<file path="src/hw/rtl/aes256_pkg.sv">
// Shared types, constants and round functions for the AES-256 cipher pipeline.
package aes256_pkg;

  localparam int ROUND_COUNT = 14;
  localparam int KEY_WORDS   = 2 * (ROUND_COUNT + 1);
  localparam int KIDX_W      = 5;

  typedef enum logic [1:0] {
    CMD_LOAD    = 2'd0,
    CMD_ENCRYPT = 2'd1,
    CMD_DECRYPT = 2'd2,
    CMD_NONE    = 2'd3
  } cmd_t;

  typedef struct packed {
    logic valid;
    logic decrypt;
  } stage_ctl_t;

  function automatic logic [7:0] xtime(input logic [7:0] a);
    xtime = {a[6:0], 1'b0} ^ (a[7] ? 8'h1b : 8'h00);
  endfunction

  function automatic logic [7:0] gmul(input logic [7:0] a, input logic [7:0] b);
    logic [7:0] p;
    logic [7:0] x;
    p = 8'h00;
    x = a;
    for (int i = 0; i < 8; i++) begin
      if (b[i]) p = p ^ x;
      x = xtime(x);
    end
    gmul = p;
  endfunction

  function automatic logic [7:0] sbox(input logic [7:0] x);
    logic [7:0] t [256];
    t = '{
      8'h63,8'h7c,8'h77,8'h7b,8'hf2,8'h6b,8'h6f,8'hc5,8'h30,8'h01,8'h67,8'h2b,8'hfe,8'hd7,8'hab,8'h76,
      8'hca,8'h82,8'hc9,8'h7d,8'hfa,8'h59,8'h47,8'hf0,8'had,8'hd4,8'ha2,8'haf,8'h9c,8'ha4,8'h72,8'hc0,
      8'hb7,8'hfd,8'h93,8'h26,8'h36,8'h3f,8'hf7,8'hcc,8'h34,8'ha5,8'he5,8'hf1,8'h71,8'hd8,8'h31,8'h15,
      8'h04,8'hc7,8'h23,8'hc3,8'h18,8'h96,8'h05,8'h9a,8'h07,8'h12,8'h80,8'he2,8'heb,8'h27,8'hb2,8'h75,
      8'h09,8'h83,8'h2c,8'h1a,8'h1b,8'h6e,8'h5a,8'ha0,8'h52,8'h3b,8'hd6,8'hb3,8'h29,8'he3,8'h2f,8'h84,
      8'h53,8'hd1,8'h00,8'hed,8'h20,8'hfc,8'hb1,8'h5b,8'h6a,8'hcb,8'hbe,8'h39,8'h4a,8'h4c,8'h58,8'hcf,
      8'hd0,8'hef,8'haa,8'hfb,8'h43,8'h4d,8'h33,8'h85,8'h45,8'hf9,8'h02,8'h7f,8'h50,8'h3c,8'h9f,8'ha8,
      8'h51,8'ha3,8'h40,8'h8f,8'h92,8'h9d,8'h38,8'hf5,8'hbc,8'hb6,8'hda,8'h21,8'h10,8'hff,8'hf3,8'hd2,
      8'hcd,8'h0c,8'h13,8'hec,8'h5f,8'h97,8'h44,8'h17,8'hc4,8'ha7,8'h7e,8'h3d,8'h64,8'h5d,8'h19,8'h73,
      8'h60,8'h81,8'h4f,8'hdc,8'h22,8'h2a,8'h90,8'h88,8'h46,8'hee,8'hb8,8'h14,8'hde,8'h5e,8'h0b,8'hdb,
      8'he0,8'h32,8'h3a,8'h0a,8'h49,8'h06,8'h24,8'h5c,8'hc2,8'hd3,8'hac,8'h62,8'h91,8'h95,8'he4,8'h79,
      8'he7,8'hc8,8'h37,8'h6d,8'h8d,8'hd5,8'h4e,8'ha9,8'h6c,8'h56,8'hf4,8'hea,8'h65,8'h7a,8'hae,8'h08,
      8'hba,8'h78,8'h25,8'h2e,8'h1c,8'ha6,8'hb4,8'hc6,8'he8,8'hdd,8'h74,8'h1f,8'h4b,8'hbd,8'h8b,8'h8a,
      8'h70,8'h3e,8'hb5,8'h66,8'h48,8'h03,8'hf6,8'h0e,8'h61,8'h35,8'h57,8'hb9,8'h86,8'hc1,8'h1d,8'h9e,
      8'he1,8'hf8,8'h98,8'h11,8'h69,8'hd9,8'h8e,8'h94,8'h9b,8'h1e,8'h87,8'he9,8'hce,8'h55,8'h28,8'hdf,
      8'h8c,8'ha1,8'h89,8'h0d,8'hbf,8'he6,8'h42,8'h68,8'h41,8'h99,8'h2d,8'h0f,8'hb0,8'h54,8'hbb,8'h16
    };
    sbox = t[x];
  endfunction

  function automatic logic [7:0] sbox_rev(input logic [7:0] x);
    logic [7:0] t [256];
    t = '{
      8'h52,8'h09,8'h6a,8'hd5,8'h30,8'h36,8'ha5,8'h38,8'hbf,8'h40,8'ha3,8'h9e,8'h81,8'hf3,8'hd7,8'hfb,
      8'h7c,8'he3,8'h39,8'h82,8'h9b,8'h2f,8'hff,8'h87,8'h34,8'h8e,8'h43,8'h44,8'hc4,8'hde,8'he9,8'hcb,
      8'h54,8'h7b,8'h94,8'h32,8'ha6,8'hc2,8'h23,8'h3d,8'hee,8'h4c,8'h95,8'h0b,8'h42,8'hfa,8'hc3,8'h4e,
      8'h08,8'h2e,8'ha1,8'h66,8'h28,8'hd9,8'h24,8'hb2,8'h76,8'h5b,8'ha2,8'h49,8'h6d,8'h8b,8'hd1,8'h25,
      8'h72,8'hf8,8'hf6,8'h64,8'h86,8'h68,8'h98,8'h16,8'hd4,8'ha4,8'h5c,8'hcc,8'h5d,8'h65,8'hb6,8'h92,
      8'h6c,8'h70,8'h48,8'h50,8'hfd,8'hed,8'hb9,8'hda,8'h5e,8'h15,8'h46,8'h57,8'ha7,8'h8d,8'h9d,8'h84,
      8'h90,8'hd8,8'hab,8'h00,8'h8c,8'hbc,8'hd3,8'h0a,8'hf7,8'he4,8'h58,8'h05,8'hb8,8'hb3,8'h45,8'h06,
      8'hd0,8'h2c,8'h1e,8'h8f,8'hca,8'h3f,8'h0f,8'h02,8'hc1,8'haf,8'hbd,8'h03,8'h01,8'h13,8'h8a,8'h6b,
      8'h3a,8'h91,8'h11,8'h41,8'h4f,8'h67,8'hdc,8'hea,8'h97,8'hf2,8'hcf,8'hce,8'hf0,8'hb4,8'he6,8'h73,
      8'h96,8'hac,8'h74,8'h22,8'he7,8'had,8'h35,8'h85,8'he2,8'hf9,8'h37,8'he8,8'h1c,8'h75,8'hdf,8'h6e,
      8'h47,8'hf1,8'h1a,8'h71,8'h1d,8'h29,8'hc5,8'h89,8'h6f,8'hb7,8'h62,8'h0e,8'haa,8'h18,8'hbe,8'h1b,
      8'hfc,8'h56,8'h3e,8'h4b,8'hc6,8'hd2,8'h79,8'h20,8'h9a,8'hdb,8'hc0,8'hfe,8'h78,8'hcd,8'h5a,8'hf4,
      8'h1f,8'hdd,8'ha8,8'h33,8'h88,8'h07,8'hc7,8'h31,8'hb1,8'h12,8'h10,8'h59,8'h27,8'h80,8'hec,8'h5f,
      8'h60,8'h51,8'h7f,8'ha9,8'h19,8'hb5,8'h4a,8'h0d,8'h2d,8'he5,8'h7a,8'h9f,8'h93,8'hc9,8'h9c,8'hef,
      8'ha0,8'he0,8'h3b,8'h4d,8'hae,8'h2a,8'hf5,8'hb0,8'hc8,8'heb,8'hbb,8'h3c,8'h83,8'h53,8'h99,8'h61,
      8'h17,8'h2b,8'h04,8'h7e,8'hba,8'h77,8'hd6,8'h26,8'he1,8'h69,8'h14,8'h63,8'h55,8'h21,8'h0c,8'h7d
    };
    sbox_rev = t[x];
  endfunction

  // byte k of the state sits at bits 127-8k
  function automatic logic [7:0] st_byte(input logic [127:0] s, input int k);
    st_byte = s[127 - 8*k -: 8];
  endfunction

  function automatic logic [127:0] sub_shift(input logic [127:0] s, input logic inv);
    logic [127:0] t;
    int src;
    t = '0;
    for (int r = 0; r < 4; r++) begin
      for (int c = 0; c < 4; c++) begin
        if (!inv) begin
          src = r + 4 * ((c + r) % 4);
          t[127 - 8*(r + 4*c) -: 8] = sbox(st_byte(s, src));
        end else begin
          src = r + 4 * ((c + 4 - r) % 4);
          t[127 - 8*(r + 4*c) -: 8] = sbox_rev(st_byte(s, src));
        end
      end
    end
    sub_shift = t;
  endfunction

  function automatic logic [127:0] mix(input logic [127:0] s, input logic inv);
    logic [127:0] t;
    logic [7:0] col [4];
    logic [7:0] o;
    logic [7:0] m [4];
    t = '0;
    if (inv) m = '{8'd14, 8'd11, 8'd13, 8'd9};
    else     m = '{8'd2, 8'd3, 8'd1, 8'd1};
    for (int c = 0; c < 4; c++) begin
      for (int r = 0; r < 4; r++) col[r] = st_byte(s, r + 4*c);
      for (int r = 0; r < 4; r++) begin
        o = 8'h00;
        for (int k = 0; k < 4; k++) o = o ^ gmul(m[(k - r + 4) % 4], col[k]);
        t[127 - 8*(r + 4*c) -: 8] = o;
      end
    end
    mix = t;
  endfunction

endpackage

</file>
<file path="src/hw/rtl/aes256_key_store.sv">
// Round key store: one flop row per 64-bit key word, two rows per round key, written one word per load.
module aes256_key_store
  import aes256_pkg::*;
(
  input  logic                  clk,
  input  logic                  we,
  input  logic [KIDX_W-1:0]     widx,
  input  logic [63:0]           wdata,
  output logic [KEY_WORDS*64-1:0] keys
);

  logic [63:0] mem [KEY_WORDS];

  always_ff @(posedge clk) begin
    if (we && widx < KIDX_W'(KEY_WORDS)) begin
      mem[widx] <= wdata;
    end
  end

  // each word sits at its own fixed place on the keys bus
  always_comb begin
    for (int i = 0; i < KEY_WORDS; i++) keys[i*64 +: 64] = mem[i];
  end

endmodule

</file>
<file path="config.mk">
export PLATFORM = sky130hd
export DESIGN_NAME = aes256_key_store
export DESIGN_NICKNAME = d
export VERILOG_FILES = /design/src/hw/rtl/aes256_pkg.sv /design/src/hw/rtl/aes256_key_store.sv
export SDC_FILE = /design/constraint.sdc
export NUM_CORES = 1
export LEC_CHECK = 0
export BUFFER_PORTS_ARGS = -buffer_cell sky130_fd_sc_hd__buf_4
export CAP_MARGIN = 20
export CORE_AREA = 2 2 774 776
export CTS_CLUSTER_SIZE = 30
export DETAILED_ROUTE_END_ITERATION = 16
export DIE_AREA = 0 0 776 778
export HOLD_SLACK_MARGIN = 0.02
export PLACE_DENSITY_LB_ADDON = 0.1
export SLEW_MARGIN = 0
export SYNTH_ARGS = -nofsm -noshare
export SYNTH_HDL_FRONTEND = slang
export SYNTH_SLANG_ARGS = --single-unit
export TNS_END_PERCENT = 5
</file>
<file path="constraint.sdc">
create_clock -name clk -period 5.2 [get_ports clk]
set_clock_uncertainty 0.15 [all_clocks]
set_input_delay 0.26 -clock clk [delete_from_list [all_inputs] [get_ports clk]]
set_output_delay 0.26 -clock clk [all_outputs]
set_load 0.02 [all_outputs]
</file>
==> results of run 1 <==
cell usage after synthesis:
cell type / count
nand2b_1: 2
nor2_2: 1
or2_2: 1
nand2_1: 1
nand4b_1: 3
nor2_1: 29
edfxtp_1: 1920
nand4_1: 1
nand4bb_1: 3
or4b_4: 1
clkbuf_1: 3
timing repair:
action / 4_1_cts / 5_1_grt
resized for setup: 0 / 0
hold buffers: 69 / 0
hold endpoints to repair: 1951 / 0
path summary, 6_finish.rpt:
check                    end  cells after the start  slack [ns]
setup / recovery  mem[0][51]                      6        2.01
hold / removal    mem[2][25]                      3        0.20
report_power, final:
| part | internal [mW] | switching [mW] |
|---|---|---|
| registers | 17.2 | 0.0530 |
| logic | 0.280 | 0.924 |
| clock network | 10.1 | 7.52 |
| total | 27.7 | 8.50 |
cell families (layout without fill, tap and decap cells):
family                 after synthesis  after routing  share of synthesized area
flip-flops                        1920           1920                      0.996
AND/OR/NAND/NOR                     42             42                    0.00376
buffers and inverters                3           2600                   0.000195
other                                0             19                          0
cells in the final DEF (no fill, tap or decap):
master and instances:
buf_4 2027, edfxtp_1 1920, clkbuf_16 268, dlygate4sd3_1 69
clkinv_1 61, clkbuf_1 52, clkinv_2 41, buf_12 36
nor2_4 30, diode_2 19, bufinv_16 13, inv_6 9
clkinv_8 8, clkinv_4 6, clkinvlp_4 4, inv_16 4
nand4b_1 3, nand4bb_1 3, nand2b_1 2, clkinv_16 2
or2_2 1, nand2_1 1, nand4_1 1, or4b_4 1
cell type report:
type                       instances  share of cell area
multi-input combinational         42             0.00475
sequential                      1920               0.621
clock inverter                   148              0.0135
timing repair buffer            2132               0.179
antenna                           19            0.000513
clock buffer                     320              0.0744
tap                             7865               0.106
stage by stage:
stage                     instance area (sq um)  instances   util
after floorplan                           57900       1965      -
after global placement                    83900      11900  0.141
after detailed placement                  83900      11900  0.141
after CTS                                 92700      12400  0.156
after global routing                      92700      12400  0.156
final                                     92800      12400  0.156
per-layer routing:
layer	GRT usage	vias to the layer above
met4	0.0272	0
met3	0.0583	329
li1	-	13000
met1	0.115	16700
met5	0	-
met2	0.182	1987
==> run metrics, run 1 <==
outcome=complete, no violations; Yosys top cell area share=0.996; Yosys Warn Count=0; CTS H-tree lvls=5; hold slack=0.204 ns; routed wl met3=44,000 um; met2 WL=around 160,000 um; Syn Area/Cell=between 20 and 30 sq um; Post-CTS Setup Bufs=0; # fillers=roughly 65,000; top area cells in the synthesized netlist=edfxtp_1, nor2_1, nand4bb_1; Vias=32,000; Synth area leader=edfxtp_1; Chip Height=just under 800 um; max-cap violation count=0; width of the die=776 um; final WL=roughly 340,000 um; Tightest Pin Transition=1.02 ns; RSZ-0062 raised after global routing=false; relative slew slack=0.322; Crit path buffers/inverters=4; PnR worst setup slack=2.01 ns; Layout area overhead=60.3%; antenna violations before repair=44; critical path required time=between 5 and 6 ns; min-delay src=widx[2]; crit-path cells=dlygate4sd3_1 > buf_4 > or4b_4 > dlygate4sd3_1 > nor2_4 > buf_12; Layout Nets=4,433; Multi-input gate area=approximately 440 sq um; via count of the first global-routing pass=roughly 33,000; Crit path max-delay family=buffers and inverters; crit end category=register; GRT overflow=0; M1 WL=between 100,000 and 150,000 um; Residual DRC=0; worst-path maximum fanout=31; Leak=about 32 nW; via density per instance=roughly 2.6; row count=284; top achievable clock speed=314 MHz; critical path type=in -> reg; clk buf depth=4; routability cong.=0.711; Crit path top cell by count=dlygate4sd3_1; synthesized net count=between 2,000 and 2,500; Final ANT Viol Nets=0; Synth cell types=11; largest net degree at the start of global routing=65; post-synthesis sequential area ratio=0.996; CTS sink count=between 1,500 and 2,000; Mapped Area=slightly below 60,000 sq um; PortBufs=roughly 2,000; Final Max Slew Viols=0; Initial Util=0.0971; crit path from=widx[0]; 1st-iter DRT viols=around 2,400; VDD IR max=approximately 230 uV; slowest stage delay, CP=~0.76 ns; Tmin final=approximately 3.2 ns; layout cells sized above 1=0.537; register bit total from synthesis=between 1,500 and 2,000; final setup vio count=0; endpoints failing hold=0; max reg flops=around 1,900; CTS tree=built; Die ar.=604,000 sq um; dpl ws=2.02 ns; clk slew on worst S/H paths=roughly 0.060 ns; setup total negative slack=0 ns; Worst Hold Class=in -> reg; Top Registers=mem x1920; drt first pass iters=5; largest register by flop count=mem; CTS Buf Count=around 270; cells after synthesis=a little under 2,000; Critical Path Source Type=input pin; top sig layer=met4; register area=~58,000 sq um; Root Driver=clkbuf_16; # IOs=1,991; slowest cell on the critical path=nor2_4; Pwr Density=between 300 and 400 nW/um^2; Tcrit/Tclk final=0.613; hpwl dp=246,000 um; DR WL/cell=27.4 um; total design power=approximately 36 mW; CP Data Arrival Time=approximately 3.5 ns; core area=596,000 sq um; GRT Util Overall=0.107; first-pass GRT wire length=between 400,000 and 500,000 um
(Power assumes the default switching activity.)
==> inputs of run 2 (changes only) <==
Clock period 5.2 ns to 3 ns, I/O delays scaled along.
==> run 2 against run 1 <==
  * Clock power rose by 74%
  * Wire length up 1.4%
  * Largest power group unchanged
  * Design area increased by 0.63%
  * Total power rose by 74%
  * Hold slack worse by 0.052 ns
  * Clock-buffer cell count rose by 4
  * Critical path depth is the same
  * Flip-flop and latch count did not move
  * Sequential share of layout area shrank 0.39 points
==> run metrics, run 2 (synthesized netlist as in run 1, its figures left out) <==
outcome=complete, no violations; routability cong.=0.720 (+1.3%); Internal Power=48.3 mW (+75%); # hold bufs at CTS=78 (+13%); CTS tree=built; # IOs=1,991 (unchanged); Chip Height=778 um (unchanged); PnR worst setup slack=0.399 ns (-1.62 ns); width of the die=776 um (unchanged); Final Max Slew Viols=0 (unchanged); antenna violations before repair=48 (+9.1%); Pwr Density=674 nW/um^2 (+73%); drt first pass iters=7 (+2); Residual DRC=0 (unchanged); max reg flops=1,920 (unchanged); Hold Path Depth=2 (-1); final setup vio count=0 (unchanged); crit end category=register; CTS sink count=1,920 (unchanged); first-pass GRT wire length=421,000 um (+1.3%); CP Data Arrival Time=2.99 ns (-0.55 ns); critical path type=in -> reg; relative slew slack=0.438 (+0.116); RSZ-0062 raised after global routing=false; Top Registers=mem x1920; GRT overflow=0 (unchanged); Layout Nets=4,451 (+0.41%); Logic pwr share=0.034 (about the same); critical path required time=3.38 ns (-2.17 ns); part of the power in the clock network=0.490 (about the same); most common cell after layout, fill and taps aside=buf_4; DR WL/cell=27.7 um (+1.3%); CTS H-tree lvls=5 (unchanged); Reg power frac=0.476 (-0.002); final WL=345,000 um (+1.4%); max-cap violation count=0 (unchanged); layout cells sized above 1=0.536 (-0.000886); PortBufs=1,990 (unchanged); total design power=62.9 mW (+74%); clk slew on worst S/H paths=0.05 ns (about the same); min-delay src=wdata[54]; switching power=14.6 mW (+72%); via density per instance=2.57 (about the same); Post-CTS Setup Bufs=0 (unchanged); VDD IR max=381 uV (+67%); Final ANT Viol Nets=0 (unchanged); core area=596,000 sq um (unchanged); Tightest Pin Transition=0.843 ns (-0.174 ns); Leak=31.9 nW (+0.56%); most frequent cells in the layout=buf_4, edfxtp_1, clkbuf_16; Critical Path Source Type=input pin; final core utilization=0.157 (+0.000974); Die ar.=604,000 sq um (unchanged); 1st-iter DRT viols=2,567 (+5.3%); Initial Util=0.0971 (unchanged); Vias=32,000 (+0.081%); Tmin final=about 2.6 ns; dpl ws=0.292 ns (-1.73 ns); endpoints failing hold=0 (unchanged); Layout area overhead=61.3%; worst-path maximum fanout=31 (unchanged); Hold EP=mem[12][54]; Root Driver=clkbuf_16; hpwl dp=251,000 um (+2.0%); clk buf depth=4 (unchanged); via count of the first global-routing pass=33,100 (+0.50%); post-CTS sizing=0 (unchanged); Tcrit/Tclk final=0.867; row count=284 (unchanged); CTS Buf Count=264 (-0.75%); GRT Util Overall=0.108 (+0.00141); switch share=0.233 (-0.00258); Worst Hold Class=in -> reg; top achievable clock speed=between 300 and 400 MHz; largest net degree at the start of global routing=39 (-40%); largest register by flop count=mem; hold slack=0.152 ns (-0.0523 ns)
## run 2: cell count changes in the layout (fill, tap and decap cells not counted), sizes merged, moves of 4 or more
cell / before / now
dlygate4sd3: 69 / 78
clkbuf: 320 / 324
buf: 2063 / 2074
clkinv: 118 / 106
diode: 19 / 14
## run 2: area by class of cell
class	instances	area, sq um
diodes	14	35.0
clock buffers	324	6940
clock inverters	139	1300
fillers	65100	503000
multi-input cells	42	440
flip-flops and latches	1920	57700
well taps	7865	9840
repair buffers	2152	17100
## run 2: worst max-delay path, stage by stage
cell	delay, ns
dlygate4sd3_1	0.59
buf_4	0.23
or4b_4	0.48
dlygate4sd3_1	0.73
nor2_4	0.33
buf_12	0.26
## run 2: power groups by stage
stage	registers, mW	logic (mW)	clock network, mW
finish	30.0	2.12	30.8
global route	30.0	2.25	33.0
CTS	30.0	2.24	32.2
detailed placement	30.5	2.16	0
global placement	30.5	2.17	0
floorplan	30.9	0.0793	0
## run 2: worst max path at each step
stage	depth (start not counted)	startpoint	endpoint	slack (ns)
2_1_floorplan	2	widx[4]	mem[0][0]	-1.04
3_5_place_dp	4	widx[0]	mem[28][34]	0.29
3_3_place_gp	4	widx[0]	mem[28][34]	0.27
4_1_cts	7	we	mem[17][29]	0.43
5_1_grt	6	we	mem[12][36]	0.35
6_report	6	we	mem[12][8]	0.40
## run 2: metrics by stage
| stage | setup TNS (ns) | instances | cell area [sq um] |
|---|---|---|---|
| 6_report | 0 | 12500 | 93400 |
| 5_1_grt | 0 | 12400 | 93300 |
| 4_1_cts | 0 | 12400 | 93300 |
| 3_5_place_dp | 0 | 11900 | 84300 |
| 3_3_place_gp | 0 | 11900 | 84300 |
| 2_1_floorplan | -1553.52 | 1965 | 57900 |
## run 2: per-layer routing
metal / GRT usage / vias up / routed length [um]
met4: 0.0321 / 2 / 10600
met1: 0.118 / 16700 / 125000
met5: 0 / - / 12
met3: 0.0559 / 372 / 43800
met2: 0.183 / 1967 / 166000
li1: - / 13000 / -
==> inputs of run 3 (changes only) <==
Settings changed: PLACE_DENSITY set to 0.3, PLACE_DENSITY_LB_ADDON 0.1 to not set, REMOVE_ABC_BUFFERS set to 1.
==> run 3 against run 2 <==
  * Wire length shrank 11%
  * Critical endpoint unchanged
  * Sequential power is essentially flat
  * Die area is the same
  * Via count shrank 1.7%
  * Total power shrank 3.2%
  * Clock-buffer cell count shrank 60
  * Design area shrank 0.78%
  * Core utilization shrank 0.12 points
  * Largest power group is now sequential cells
  * Critical path type unchanged
  * Largest cell class unchanged
  * Worst setup slack lost 0.34 ns
  * Non-clock buffer count shrank 10
==> run metrics, run 3 (synthesized netlist as in run 1, its figures left out) <==
outcome=complete, no violations; Chip Height=778 um (unchanged); Critical Path Source Type=input pin; Vias=31,500 (-1.7%); final instance area=92,600 sq um (-0.78%); Tcrit/Tclk final=0.981 (+0.114); Tmin final=2.94 ns (+0.342 ns); endpoints failing hold=0 (unchanged); CTS H-tree lvls=4 (-1); GRT Max-Usage Layer=met2; first-pass GRT wire length=377,000 um (-11%); GRT Util Overall=0.0952 (-0.0131); RSZ-0062 raised after global routing=false; clk slew on worst S/H paths=0.06 ns (about the same); setup total negative slack=0 ns (unchanged); post-CTS sizing=0 (unchanged); Die ar.=604,000 sq um (unchanged); antenna violations before repair=67 (+40%); layout cells sized above 1=0.541 (+0.00485); worst setup path endpoint=mem[12][8]; met3 Track Usage GR=0.0417 (-0.0142); # IOs=1,991 (unchanged); Final ANT Viol Nets=0 (unchanged); crit-path cells=dlygate4sd3_1 > buf_4 > or4b_4 > dlygate4sd3_1 > nor2_4 > buf_4; crit end category=register; total design power=60.9 mW (-3.2%); Global Route met1 Usage=0.108 (-0.00997); max reg flops=1,920 (unchanged); Root Driver=clkbuf_16; GRT overflow=0 (unchanged); most common cell after layout, fill and taps aside=buf_4; Initial Util=0.0971 (unchanged); relative slew slack=0.290 (-0.148); final core utilization=0.155 (-0.00123); PortBufs=1,990 (unchanged); via count of the first global-routing pass=32,500 (-1.8%); most frequent cells in the layout=buf_4, edfxtp_1, clkbuf_16; Final Max Slew Viols=0 (unchanged); Leak=31.5 nW (-1.0%); max-cap violation count=0 (unchanged); Layout Nets=4,406 (-1.0%); crit path from=widx[4]; DR WL/cell=24.6 um (-11%); Worst Hold Class=in -> reg; Cell Area, Placed=84,000 sq um (-0.31%); Layout area overhead=60.0%; via density per instance=2.54 (-1.4%); Top Registers=mem x1920; final setup vio count=0 (unchanged); drt first pass iters=6 (-1); core area=596,000 sq um (unchanged); slowest stage delay, CP=0.74 ns (about the same); critical path type=in -> reg; largest register by flop count=mem; Tightest Pin Transition=1.06 ns (+0.222 ns); hold slack=0.143 ns (-0.00902 ns); VDD IR max=703 uV (+85%); row count=284 (unchanged); Residual DRC=0 (unchanged); CTS tree=built; final WL=306,000 um (-11%); 1st-iter DRT viols=3,095 (+21%); clk buf depth=4 (unchanged); CP Data Arrival Time=3.29 ns (+0.30 ns); slowest cell on the critical path=dlygate4sd3_1; CTS sink count=1,920 (unchanged); GR Util met2=0.162 (-0.0211); top achievable clock speed=340 MHz (-12%); routability cong.=0.740 (+2.7%); CTS Buf Count=229 (-13%); critical path required time=3.35 ns (-0.03 ns); width of the die=776 um (unchanged); largest net degree at the start of global routing=49 (+26%); Post-CTS Setup Bufs=0 (unchanged); hpwl dp=217,000 um (-14%); Pwr Density=657 nW/um^2 (-2.4%); worst-path maximum fanout=33 (+6.5%)
==> run 3: metrics by stage <==
| stage | std cells | worst slack, ns |
|---|---|---|
| 2_1_floorplan | 1962 | -1.04 |
| 4_1_cts | 12400 | 0.244 |
| 6_report | 12400 | 0.0572 |
| 3_3_place_gp | 11900 | 0.315 |
| 3_5_place_dp | 11900 | 0.324 |
| 5_1_grt | 12400 | 0.173 |
==> run 3: worst max-delay path, delay by kind of cell <==
family,cells,cell delay [ns]
buf+inv,4,2.17
simple gates,2,0.81
==> run 3: where the power goes <==
part	switching, mW	internal [mW]	total [mW]
Clock	12.0	16.9	28.9
Combinational	1.57	0.501	2.07
Sequential	0.0946	29.9	29.9
Total	13.6	47.2	60.9
==> run 3: timing repair <==
| action | in CTS | in global routing |
|---|---|---|
| setup endpoints to repair | 0 | 0 |
| hold buffers | 81 | 0 |
| endpoints found under the hold margin | 2159 | 0 |
==> run 3: cell type report <==
| class | count | area, sq um |
|---|---|---|
| fillers | 65200 | 503000 |
| flip-flops and latches | 1920 | 57700 |
| repair buffers | 2142 | 16900 |
| well taps | 7865 | 9840 |
| clock buffers | 264 | 5970 |
| clock inverters | 155 | 1740 |
| multi-input cells | 42 | 440 |
| diodes | 27 | 67.6 |
==> run 3: how the worst min path moves through the flow <==
stage / depth (start not counted) / slack (ns) / start / endpoint
5_1_grt: 2 / 0.06 / wdata[44] / mem[13][44]
3_5_place_dp: 1 / 0.43 / mem[14][60] / keys[956]
3_3_place_gp: 1 / 0.43 / mem[27][1] / keys[1729]
4_1_cts: 2 / 0.02 / wdata[31] / mem[1][31]
6_report: 2 / 0.14 / wdata[48] / mem[13][48]
2_1_floorplan: 0 / 0.1 / wdata[0] / mem[0][0]
==> run 3: metal layers <==
layer / wire, um / share of wire
met3: 33800 / 0.11
met2: 147000 / 0.48
met1: 116000 / 0.38
met5: 13 / 0.000042
met4: 9210 / 0.030
